**config.mk**
```make
export PLATFORM = sky130hd
export DESIGN_NAME = vector_clock_snapshot_tracker_top
export DESIGN_NICKNAME = d
export VERILOG_FILES = /design/src/rtl/vcst_pkg.sv /design/src/rtl/vcst_clock_unit.sv /design/src/rtl/vector_clock_snapshot_tracker_top.sv
export SDC_FILE = /design/constraint.sdc
export NUM_CORES = 1
export LEC_CHECK = 0
export ABC_AREA = 1
export BUFFER_PORTS_ARGS = -buffer_cell sky130_fd_sc_hd__buf_2
export CAP_MARGIN = 40
export CORE_MARGIN = 1.5
export CORE_UTILIZATION = 45
export CTS_CLUSTER_DIAMETER = 50
export CTS_CLUSTER_SIZE = 30
export DETAILED_ROUTE_END_ITERATION = 10
export HOLD_SLACK_MARGIN = 0.08
export PLACE_DENSITY = 0.62
export SYNTH_ARGS = -nofsm -noshare
export SYNTH_HDL_FRONTEND = slang
export SYNTH_HIERARCHICAL = 1
export SYNTH_SLANG_ARGS = --single-unit
```
**constraint.sdc**
```tcl
create_clock -name clk -period 20.1 [get_ports clk]
set_clock_uncertainty 0.1 [all_clocks]
set_input_delay 5.025 -clock clk [delete_from_list [all_inputs] [get_ports clk]]
set_output_delay 5.025 -clock clk [all_outputs]
set_load 0.005 [all_outputs]
```
**src/rtl/vcst_pkg.sv**
```systemverilog
// Package for the vector clock snapshot tracker.
// Holds command, result kind and clock operation codes and fixed field widths.
// No dependencies.
`default_nettype none

package vcst_pkg;

  localparam int CMD_W    = 2;
  localparam int PEER_W   = 2;
  localparam int LAM_W    = 16;
  localparam int VEC_W    = 64;
  localparam int SNUM_W   = 3;
  localparam int KIND_W   = 2;
  localparam int MASK_W   = 8;
  localparam int ENTRY_W  = 16;
  localparam int ENTRIES  = 4;

  localparam logic [CMD_W-1:0] CMD_SEND     = 2'd0;
  localparam logic [CMD_W-1:0] CMD_RECV_XFR = 2'd1;
  localparam logic [CMD_W-1:0] CMD_RECV_MRK = 2'd2;
  localparam logic [CMD_W-1:0] CMD_INIT     = 2'd3;

  localparam logic [KIND_W-1:0] KIND_STAMP  = 2'd0;
  localparam logic [KIND_W-1:0] KIND_MARKER = 2'd1;
  localparam logic [KIND_W-1:0] KIND_REPLY  = 2'd2;

  // Clock unit operation: hold (stamp without advancing), send, receive merge.
  typedef enum logic [1:0] {
    CLK_HOLD,
    CLK_SEND,
    CLK_MERGE
  } clk_op_t;

  typedef struct packed {
    logic    fire;
    clk_op_t op;
  } clk_ctl_t;

endpackage

`default_nettype wire

```
**src/rtl/vcst_clock_unit.sv**
```systemverilog
// Lamport counter and vector clock registers with saturating advance and merge.
// Depends on vcst_pkg.
`default_nettype none

module vcst_clock_unit #(
  parameter int NUM_PROCS  = 4,
  parameter int CLOCK_BITS = 16
) (
  input  wire                         clk,
  input  wire                         rst_n,
  input  vcst_pkg::clk_ctl_t          ctl,
  input  wire [1:0]                   own_id,
  input  wire [vcst_pkg::LAM_W-1:0]   recv_lamport,
  input  wire [vcst_pkg::VEC_W-1:0]   recv_vector,
  output logic [vcst_pkg::LAM_W-1:0]  lam_o,
  output logic [vcst_pkg::VEC_W-1:0]  vec_o
);
  import vcst_pkg::*;

  localparam logic [CLOCK_BITS-1:0] CMAX = '1;

  logic [CLOCK_BITS-1:0]                 lam_r, lam_nxt;
  logic [NUM_PROCS-1:0][CLOCK_BITS-1:0]  vec_r, vec_nxt;
  logic [CLOCK_BITS-1:0]                 rl_c, big, stamp;
  logic [CLOCK_BITS-1:0]                 ent;

  function automatic logic [CLOCK_BITS-1:0] sat_inc(input logic [CLOCK_BITS-1:0] v);
    sat_inc = (v == CMAX) ? v : v + 1'b1;
  endfunction

  function automatic logic [CLOCK_BITS-1:0] clamp(input logic [ENTRY_W-1:0] v);
    clamp = (v > ENTRY_W'(CMAX)) ? CMAX : CLOCK_BITS'(v);
  endfunction

  always_comb begin
    rl_c    = clamp(recv_lamport);
    big     = (rl_c > lam_r) ? rl_c : lam_r;
    stamp   = lam_r;
    lam_nxt = lam_r;
    ent     = '0;
    case (ctl.op)
      CLK_SEND: begin
        lam_nxt = sat_inc(lam_r);
      end
      CLK_MERGE: begin
        stamp   = sat_inc(big);
        lam_nxt = sat_inc(stamp);
      end
      default: begin
        lam_nxt = lam_r;
      end
    endcase

    vec_nxt = vec_r;
    for (int i = 0; i < NUM_PROCS; i++) begin
      ent = clamp(recv_vector[ENTRY_W*i +: ENTRY_W]);
      if (own_id == 2'(i)) begin
        if (ctl.op != CLK_HOLD) vec_nxt[i] = sat_inc(vec_r[i]);
      end else if (ctl.op == CLK_MERGE && ent > vec_r[i]) begin
        vec_nxt[i] = ent;
      end
    end

    lam_o = LAM_W'(stamp);
    vec_o = '0;
    for (int i = 0; i < NUM_PROCS; i++) begin
      vec_o[ENTRY_W*i +: ENTRY_W] = ENTRY_W'(vec_nxt[i]);
    end
  end

  always_ff @(posedge clk) begin
    if (!rst_n) begin
      lam_r <= '0;
      vec_r <= '0;
    end else if (ctl.fire) begin
      lam_r <= lam_nxt;
      vec_r <= vec_nxt;
    end
  end

endmodule

`default_nettype wire

```
**src/rtl/vector_clock_snapshot_tracker_top.sv**
```systemverilog
// Vector clock and snapshot tracker: item register, result sequencer, result register.
// An item waits in the item register; its results pass through the result register.
// Throughput: one result per cycle while out_ready holds; an item causes 1 to
// NUM_PROCS results, one at a time through the single result register, and a dropped
// snapshot start causes none. Synchronous active-low reset clears all clocks and flags.
// Depends on vcst_pkg and vcst_clock_unit.
`default_nettype none

module vector_clock_snapshot_tracker_top #(
  parameter int NUM_PROCS  = 4,
  parameter int NUM_SNAPS  = 8,
  parameter int CLOCK_BITS = 16
) (
  input  wire                             clk,
  input  wire                             rst_n,
  // configuration
  input  wire                             cfg_wr_en,
  input  wire [1:0]                       cfg_wr_data,
  // input channel
  input  wire                             in_valid,
  output logic                            in_ready,
  input  wire [vcst_pkg::CMD_W-1:0]       in_command,
  input  wire [vcst_pkg::PEER_W-1:0]      in_peer,
  input  wire [vcst_pkg::LAM_W-1:0]       in_recv_lamport,
  input  wire [vcst_pkg::VEC_W-1:0]       in_recv_vector,
  input  wire [vcst_pkg::SNUM_W-1:0]      in_marker_snapshot,
  input  wire                             in_reply_wanted,
  // result channel
  output logic                            out_valid,
  input  wire                             out_ready,
  output logic [vcst_pkg::KIND_W-1:0]     out_kind,
  output logic [vcst_pkg::PEER_W-1:0]     out_dest,
  output logic [vcst_pkg::LAM_W-1:0]      out_stamp_lamport,
  output logic [vcst_pkg::VEC_W-1:0]      out_stamp_vector,
  output logic [vcst_pkg::SNUM_W-1:0]     out_snap_number,
  output logic                            out_record_local,
  output logic [vcst_pkg::MASK_W-1:0]     out_in_transit_mask,
  output logic                            out_snap_complete,
  output logic                            out_last
);
  import vcst_pkg::*;

  localparam int PW = $clog2(NUM_PROCS + 2);   // marker target counter, holds past-end
  localparam int SW = $clog2(NUM_SNAPS + 1);   // snapshots started, holds NUM_SNAPS

  // sequencer phases
  localparam logic [1:0] PH_FIRST = 2'd0;
  localparam logic [1:0] PH_MARK  = 2'd1;
  localparam logic [1:0] PH_REPLY = 2'd2;

  // configuration
  logic [1:0] own_id_r;

  // item register
  logic                item_v_r, item_v_nxt;
  logic [CMD_W-1:0]    cmd_r;
  logic [PEER_W-1:0]   peer_r;
  logic [LAM_W-1:0]    rl_r;
  logic [VEC_W-1:0]    rv_r;
  logic [SNUM_W-1:0]   ms_r;
  logic                rw_r;

  // sequencer and snapshot state
  logic [1:0]                          phase_r, phase_nxt;
  logic [PW-1:0]                       mk_idx_r, mk_nxt;
  logic [SNUM_W-1:0]                   snap_r, snap_nxt;
  logic [SW-1:0]                       started_r, started_nxt;
  logic [NUM_SNAPS-1:0]                seen_r, seen_nxt;
  logic [NUM_PROCS-1:0][NUM_SNAPS-1:0] rec_r, rec_nxt;

  // result register
  logic                out_valid_r, out_valid_nxt;
  logic [KIND_W-1:0]   out_kind_r;
  logic [PEER_W-1:0]   out_dest_r;
  logic [LAM_W-1:0]    out_lam_r;
  logic [VEC_W-1:0]    out_vec_r;
  logic [SNUM_W-1:0]   out_snap_r;
  logic                out_rec_r;
  logic [MASK_W-1:0]   out_mask_r;
  logic                out_cmpl_r;
  logic                out_last_r;

  // sequencer outputs
  logic                accept, out_free, fire, drop, emit, last, done;
  logic [KIND_W-1:0]   r_kind;
  logic [PEER_W-1:0]   r_dest;
  logic [SNUM_W-1:0]   r_snap;
  logic                r_rec, r_cmpl;
  logic [MASK_W-1:0]   r_mask;
  clk_ctl_t            clk_ctl;
  clk_op_t             op;
  logic [LAM_W-1:0]    stamp_lam;
  logic [VEC_W-1:0]    stamp_vec;

  // snapshot helpers
  logic [NUM_SNAPS-1:0] ms_oh, st_oh, peer_rec;
  logic                 ms_in_range, ms_seen, still_rec;
  logic [PW-1:0]        own_ext, mk_first, mk_inc, mk_after;

  assign out_free = !out_valid_r || out_ready;
  assign accept   = in_valid && in_ready;
  assign own_ext  = PW'(own_id_r);
  assign mk_first = (own_id_r == 2'd0) ? PW'(1) : '0;
  assign mk_inc   = mk_idx_r + 1'b1;
  assign mk_after = (mk_inc == own_ext) ? mk_inc + 1'b1 : mk_inc;

  assign ms_oh       = NUM_SNAPS'(1) << ms_r;
  assign st_oh       = NUM_SNAPS'(1) << started_r;
  assign ms_in_range = {1'b0, ms_r} < (SNUM_W+1)'(NUM_SNAPS);
  assign ms_seen     = |(seen_r & ms_oh);

  // recording bits of the source channel; peers beyond NUM_PROCS never record
  always_comb begin
    peer_rec = '0;
    for (int i = 0; i < NUM_PROCS; i++) begin
      if (peer_r == PEER_W'(i)) peer_rec = rec_r[i];
    end
  end

  // Sequencer: one result per fire, none for a dropped snapshot start. The first phase
  // handles the item's own event; marker and reply phases each stamp one outgoing send.
  always_comb begin
    op          = CLK_HOLD;
    drop        = 1'b0;
    last        = 1'b0;
    r_kind      = KIND_STAMP;
    r_dest      = '0;
    r_snap      = '0;
    r_rec       = 1'b0;
    r_mask      = '0;
    r_cmpl      = 1'b0;
    still_rec   = 1'b0;
    phase_nxt   = phase_r;
    mk_nxt      = mk_idx_r;
    snap_nxt    = snap_r;
    started_nxt = started_r;
    seen_nxt    = seen_r;
    rec_nxt     = rec_r;

    case (phase_r)
      PH_FIRST: begin
        case (cmd_r)
          CMD_SEND: begin
            op     = CLK_SEND;
            r_dest = peer_r;
            last   = 1'b1;
          end
          CMD_RECV_XFR: begin
            op     = CLK_MERGE;
            r_mask = MASK_W'(peer_rec);
            last   = !rw_r;
            if (rw_r) phase_nxt = PH_REPLY;
          end
          CMD_RECV_MRK: begin
            op     = CLK_MERGE;
            r_snap = ms_r;
            if (!ms_in_range) begin
              last = 1'b1;
            end else if (!ms_seen) begin
              // first marker: record local state, start recording the other channels
              seen_nxt = seen_r | ms_oh;
              for (int i = 0; i < NUM_PROCS; i++) begin
                if (own_id_r != 2'(i) && peer_r != PEER_W'(i)) begin
                  rec_nxt[i] = rec_r[i] | ms_oh;
                end
              end
              r_rec     = 1'b1;
              phase_nxt = PH_MARK;
              mk_nxt    = mk_first;
              snap_nxt  = ms_r;
            end else begin
              // repeat marker: stop the source channel
              for (int i = 0; i < NUM_PROCS; i++) begin
                if (peer_r == PEER_W'(i)) rec_nxt[i] = rec_r[i] & ~ms_oh;
              end
              last = 1'b1;
            end
            for (int i = 0; i < NUM_PROCS; i++) begin
              still_rec = still_rec | (|(rec_nxt[i] & ms_oh));
            end
            r_cmpl = ms_in_range && !still_rec;
          end
          default: begin
            if (started_r >= SW'(NUM_SNAPS)) begin
              drop = 1'b1;
            end else begin
              r_snap      = SNUM_W'(started_r);
              r_rec       = 1'b1;
              started_nxt = started_r + 1'b1;
              seen_nxt    = seen_r | st_oh;
              for (int i = 0; i < NUM_PROCS; i++) begin
                if (own_id_r != 2'(i)) rec_nxt[i] = rec_r[i] | st_oh;
              end
              phase_nxt = PH_MARK;
              mk_nxt    = mk_first;
              snap_nxt  = SNUM_W'(started_r);
            end
          end
        endcase
      end
      PH_MARK: begin
        op     = CLK_SEND;
        r_kind = KIND_MARKER;
        r_dest = PEER_W'(mk_idx_r);
        r_snap = snap_r;
        mk_nxt = mk_after;
        last   = mk_after >= PW'(NUM_PROCS);
      end
      PH_REPLY: begin
        op     = CLK_SEND;
        r_kind = KIND_REPLY;
        r_dest = peer_r;
        last   = 1'b1;
      end
      default: begin
        drop = 1'b1;
      end
    endcase
    if (last || drop) phase_nxt = PH_FIRST;
  end

  assign fire     = item_v_r && (drop || out_free);
  assign emit     = fire && !drop;
  assign done     = fire && (drop || last);
  assign in_ready = !item_v_r || done;

  assign clk_ctl.fire = emit;
  assign clk_ctl.op   = op;

  vcst_clock_unit #(
    .NUM_PROCS  (NUM_PROCS),
    .CLOCK_BITS (CLOCK_BITS)
  ) u_clock (
    .clk          (clk),
    .rst_n        (rst_n),
    .ctl          (clk_ctl),
    .own_id       (own_id_r),
    .recv_lamport (rl_r),
    .recv_vector  (rv_r),
    .lam_o        (stamp_lam),
    .vec_o        (stamp_vec)
  );

  always_comb begin
    item_v_nxt = item_v_r;
    if (accept) begin
      item_v_nxt = 1'b1;
    end else if (done) begin
      item_v_nxt = 1'b0;
    end
    out_valid_nxt = out_valid_r;
    if (emit) begin
      out_valid_nxt = 1'b1;
    end else if (out_ready) begin
      out_valid_nxt = 1'b0;
    end
  end

  // control and protocol state
  always_ff @(posedge clk) begin
    if (!rst_n) begin
      own_id_r    <= '0;
      item_v_r    <= 1'b0;
      out_valid_r <= 1'b0;
      phase_r     <= PH_FIRST;
      mk_idx_r    <= '0;
      snap_r      <= '0;
      started_r   <= '0;
      seen_r      <= '0;
      rec_r       <= '0;
    end else begin
      if (cfg_wr_en) own_id_r <= cfg_wr_data;
      item_v_r    <= item_v_nxt;
      out_valid_r <= out_valid_nxt;
      if (fire) begin
        phase_r   <= phase_nxt;
        mk_idx_r  <= mk_nxt;
        snap_r    <= snap_nxt;
        started_r <= started_nxt;
        seen_r    <= seen_nxt;
        rec_r     <= rec_nxt;
      end
    end
  end

  // payload: hold item until its last result, load result on emit
  always_ff @(posedge clk) begin
    if (accept) begin
      cmd_r  <= in_command;
      peer_r <= in_peer;
      rl_r   <= in_recv_lamport;
      rv_r   <= in_recv_vector;
      ms_r   <= in_marker_snapshot;
      rw_r   <= in_reply_wanted;
    end
    if (emit) begin
      out_kind_r <= r_kind;
      out_dest_r <= r_dest;
      out_lam_r  <= stamp_lam;
      out_vec_r  <= stamp_vec;
      out_snap_r <= r_snap;
      out_rec_r  <= r_rec;
      out_mask_r <= r_mask;
      out_cmpl_r <= r_cmpl;
      out_last_r <= last;
    end
  end

  assign out_valid           = out_valid_r;
  assign out_kind            = out_kind_r;
  assign out_dest            = out_dest_r;
  assign out_stamp_lamport   = out_lam_r;
  assign out_stamp_vector    = out_vec_r;
  assign out_snap_number     = out_snap_r;
  assign out_record_local    = out_rec_r;
  assign out_in_transit_mask = out_mask_r;
  assign out_snap_complete   = out_cmpl_r;
  assign out_last            = out_last_r;

  // A marker or reply phase only runs while an item is held.
  a_phase_has_item: assert property (@(posedge clk) disable iff (!rst_n)
    (phase_r != PH_FIRST) |-> item_v_r)
    else $error("sequencer phase active without a held item");

  // A marker never goes to this process itself.
  a_marker_not_self: assert property (@(posedge clk) disable iff (!rst_n)
    (out_valid_r && out_kind_r == KIND_MARKER) |-> (out_dest_r != own_id_r))
    else $error("marker addressed to own process");

  // Snapshot starts never pass the number of snapshot slots.
  a_started_bound: assert property (@(posedge clk) disable iff (!rst_n)
    started_r <= SW'(NUM_SNAPS))
    else $error("snapshot start count out of range");

  // Every emitted result lands in the result register.
  a_emit_lands: assert property (@(posedge clk) disable iff (!rst_n)
    emit |=> out_valid_r)
    else $error("emitted result lost");

endmodule

`default_nettype wire

```
# Yosys cells after proc, flatten, opt, wreduce, memory -nomap -nowiden
# Index checks and enable logic that the tools add are counted.
# totals
output_inout_bits	100
in_bits	95
ff_bits	322
# op_classes
n_bitwise	26
reduce_logical	57
n_mux	87
n_lt_le_gt_ge	12
addsub	10
eq_ne	36
shifts	2
# ops
cell	count
$mux 16	26
$mux 8	18
$mux 32	4
$add 16x1->16 const B	7
$eq 16x16->1 const B	7
$gt 16x16->1	5
$gt 16x16->1 const B	5
$or 8x8->8	10
$and 8x8->8	9
$pmux 32 s2	1
$reduce_or 8->1	5
$pmux 16 s2	1
$pmux 3 s2	5
$reduce_and 5->1	6
$reduce_bool 2->1	12
$mux 3	6
$ne 2x2->1 const B	8
$pmux 8 s2	1
$eq 2x2->1 const B	7
$logic_and 1x1->1	12
$mux 2	6
$ne 3x3->1 const B	4
$pmux 2 s2	3
$pmux 2 s3	2
other kinds (25)	60

# Logic depth before layout (Yosys ltp)
# depth
ltp_word	13
depth_mapped	35
mapped_depth_nobuf	33

# Cells and area by module
# The synthesis kept the hierarchy.
# modules_own_cells
mod	area_per_inst_um2	cells_per_inst	instances	seq_area_each_um2
vector_clock_snapshot_tracker_top	9660.5	838	1	6706.4
vcst_clock_unit	9391.5	1554	1	1601.5

# Worst setup path after synthesis
# OpenSTA, ideal clock, no wires.
# synth_timing
path_type	input port to output port
from	input out_ready
to	output in_ready
t_arrival_ps	5666
cell_stages	6
setup_slack_ps	9309
cell_sequence	nor2_1 > nand2_1 > nand2_2 > clkinv_1 > nand2_1 > nand2_1
# synth_between
elab_chain_len	5
# synth_lines
item	line_no	rtl
from (decl)	vector_clock_snapshot_tracker_top.sv:30	input wire out_ready,
$logic_or 1x1->1	vector_clock_snapshot_tracker_top.sv:100	assign out_free = !out_valid_r || out_ready;
$logic_or 1x1->1	vector_clock_snapshot_tracker_top.sv:222	assign fire = item_v_r && (drop || out_free);
$logic_and 1x1->1	vector_clock_snapshot_tracker_top.sv:222	
$logic_and 1x1->1	vector_clock_snapshot_tracker_top.sv:224	assign done = fire && (drop || last);
$logic_or 1x1->1	vector_clock_snapshot_tracker_top.sv:225	assign in_ready = !item_v_r || done;
to (decl)	vector_clock_snapshot_tracker_top.sv:21	output logic in_ready,
# Every way passes these cells.

# Final worst setup path
# Ends and elaborated chain as after synthesis.

==> results.json <==
{
  "yosysSeqAreaShare_pct": 43.6,
  "die_w_um": 209,
  "slew_viol_final": 0,
  "cts-root-buf": "clkbuf_16",
  "portBuffers": 194,
  "cp_data_required_time_ns": 14.98,
  "async_flop_share_pct": 0,
  "fp-row-count": 75,
  "drt-initial-drc-count": 1491,
  "nets": 2766,
  "cts_tree": "done",
  "synthCells": 2392,
  "synth.distinct_cells": 55,
  "vias": 17401,
  "maxCapViolations": 0,
  "drive_gt1_share_pct": 14.1,
  "power_mw": 2.18,
  "insertion_delay_ns": 0.57,
  "globalplace.congestion": 0.907,
  "clock_sinks": 322,
  "drc": 0,
  "slew_headroom_pct": 43.4,
  "timing.fmax_ghz": 0.0893,
  "slowest_stage": "clkinv_1",
  "synth_edf_count": 186,
  "area_delta_synth_final_pct": 15.5,
  "clkTransAtPathRegs_ns": 0.06,
  "initial_core_util_pct": 45.5,
  "core-area_um2": 41900,
  "setup_tns_ns": 0,
  "postCtsSetupBuffers": 0,
  "yosys_register_bits": 322,
  "layout_worst_path_cycle_share_pct": 55.7,
  "path_class": "primary input to primary output",
  "p_leak_nw": 9.24,
  "end_kind": "primary output",
  "netlist_area_um2": 19100,
  "p_per_area_nw_per_um2": 99.3,
  "die_h_um": 209,
  "ant_nets": 0,
  "critPathLaunchType": "primary input",
  "synth_flop_cell": "edfxtp_1",
  "dr.pass1.iters": 5,
  "hold_buffers": 0,
  "antenna_found_initial": 2,
  "die-area_um2": 43600,
  "final.min_clock_period_ns": 11.20,
  "worst_slew_pin_slew_ns": 0.850,
  "io_pins": 195,
  "grt_max_degree": 87,
  "arrival_ns": 6.08,
  "grt_overflow": 0,
  "via_per_inst": 5.54,
  "wl_per_cell_um": 17.5,
  "avgSynthCellArea_um2": 7.96,
  "cts_htree_levels": 2,
  "grt_pass1_vias": 16432,
  "dp_hpwl_mm": 38.9,
  "critPathMaxFanout": 9,
  "track_usage_pct": 24.8,
  "rsz0062_at_grt": "no",
  "synth_fp_nets": 2592,
  "finalSetupViolations": 0,
  "hold_violations": 0,
  "path_common_cell": "nand2_1",
  "status": "completed",
  "crit_chain": "buf_2, nor2_1, nand2_1, nand2_2, clkinv_1, nand2_1, nand2_1, buf_2",
  "finalWirelength_mm": 54.9,
  "yosys_warnings": 6,
  "cpPeakStageDelay_ns": 0.21,
  "grt_pass1_wl_mm": 87.2,
  "cts.repair.resized": 0,
  "cts_buffer_depth": 3,
  "holdCritPathClass": "flop to flop",
  "ir_drop_uv": 86.1,
  "cts-buffers-inserted": 42
}
[report_power, final]
| part | total [mW] | switching, mW | internal, mW |
|---|---|---|---|
| combinational | 0.533 | 0.364 | 0.169 |
| sequential | 0.849 | 0.0536 | 0.795 |
| clock | 0.803 | 0.338 | 0.465 |
[stage by stage]
stage	hold WS, ns	setup slack [ns]	std cells	utilization [%]	cell area [µm²]
6_report	0.361	8.90	3140	52.6	22000
5_1_grt	0.388	8.79	3140	52.6	22000
4_1_cts	0.365	8.90	3139	52.6	22000
3_5_place_dp	0.356	8.90	3061	48.9	20500
3_3_place_gp	0.346	8.93	3057	48.8	20400
2_1_floorplan	0.331	9.31	2392	-	19100
[cell usage after synthesis (all sizes together), types with 11 or more instances]
master	n	area share, %
nor2	224	5.0
o21ai	335	8.9
a31oi	11	0.36
a21oi	268	7.1
buf	18	0.79
ha	105	6.9
nor4	12	0.39
nand2	416	8.8
xor2	29	1.4
dfxtp	136	14
a211oi	13	0.51
nand4	35	1.2
clkbuf	61	1.2
edfxtp	186	29
inv	300	5.9
nor3	41	1.2
nand3	108	3.1
nand3b	15	0.59
o211ai	12	0.47
[per-layer routing]
layer	part of all wire (%)	global-route usage, %	up-vias
met5	0.033	0	-
met4	2.7	8.57	2
met3	7.2	4.01	94
met2	45	39.4	647
met1	45	34.4	8073
li1	-	-	8585
[worst max-delay path: cells and delay by family]
kind	cells	cell delay [ns]
buf+inv	3	0.44
simple gates	5	0.61
[placed cells by master, fill, tap and decap left out, types with 8 or more instances in the layout]
cell type  synthesis  layout
nand2_1          387     387
o21ai_0          319     319
inv_1            289     287
a21oi_1          265     264
nor2_1           208     207
buf_2              4     194
edfxtp_1         186     186
dfxtp_1          136     136
ha_1             105     105
nand3_1          100     100
clkbuf_16          0      46
nor3_1            39      39
nand4_1           34      34
xor2_1            28      28
nand2_2           21      21
nand3b_1          15      15
a211oi_1          13      13
o21ai_1           13      13
buf_4              6      13
o211ai_1          12      12
nor4_1            12      12
nor2_4            10      11
a31oi_1           11      11
inv_2             10      10
o22ai_1           10      10
a32oi_1           10      10
inv_8              0       9
clkinv_1           8       8
nand2_4            8       8
[sequential cells by signal, summed over array words and instances (netlist names), 4 cells and up]
signal               flops
rec_r                   32
u_clock/vec_r           64
rl_r                    16
out_stamp_vector        64
started_r                4
out_stamp_lamport       16
u_clock/lam_r           16
rv_r                    64
seen_r                   8
out_in_transit_mask      8
[layout make-up]
class	instances	area, µm²
fillers	4025	19800
multi-input cells	1683	9220
flip-flops and latches	322	8310
clock buffers	49	1170
inverters	308	1160
repair buffers	209	1120
well taps	539	674
clock inverters	29	353
diodes	1	2.50
[logic make-up (layout without fill, tap and decap cells)]
logic type	count (synthesis)	after routing	share of synthesized area (%)
compound gates	688	688	19.3
flops	322	322	43.6
buf+inv	387	595	8.09
xor+xnor	35	35	1.71
simple gates	855	855	20.4
other cells	0	1	0
fa+ha+maj	105	105	6.90
[path summary, 6_finish.rpt]
| check | start | end | slack [ns] | cells past startpoint |
|---|---|---|---|---|
| hold reg to reg | seen_r[3] | seen_r[3] | 0.36 | 2 |
| hold / removal | seen_r[3] | seen_r[3] | 0.36 | 2 |
| setup / recovery | out_ready | in_ready | 8.90 | 8 |
| setup reg to reg | u_clock/lam_r[11] | u_clock/lam_r[13] | 15.26 | 22 |
Note: power is estimated with default switching activity, not from simulation.
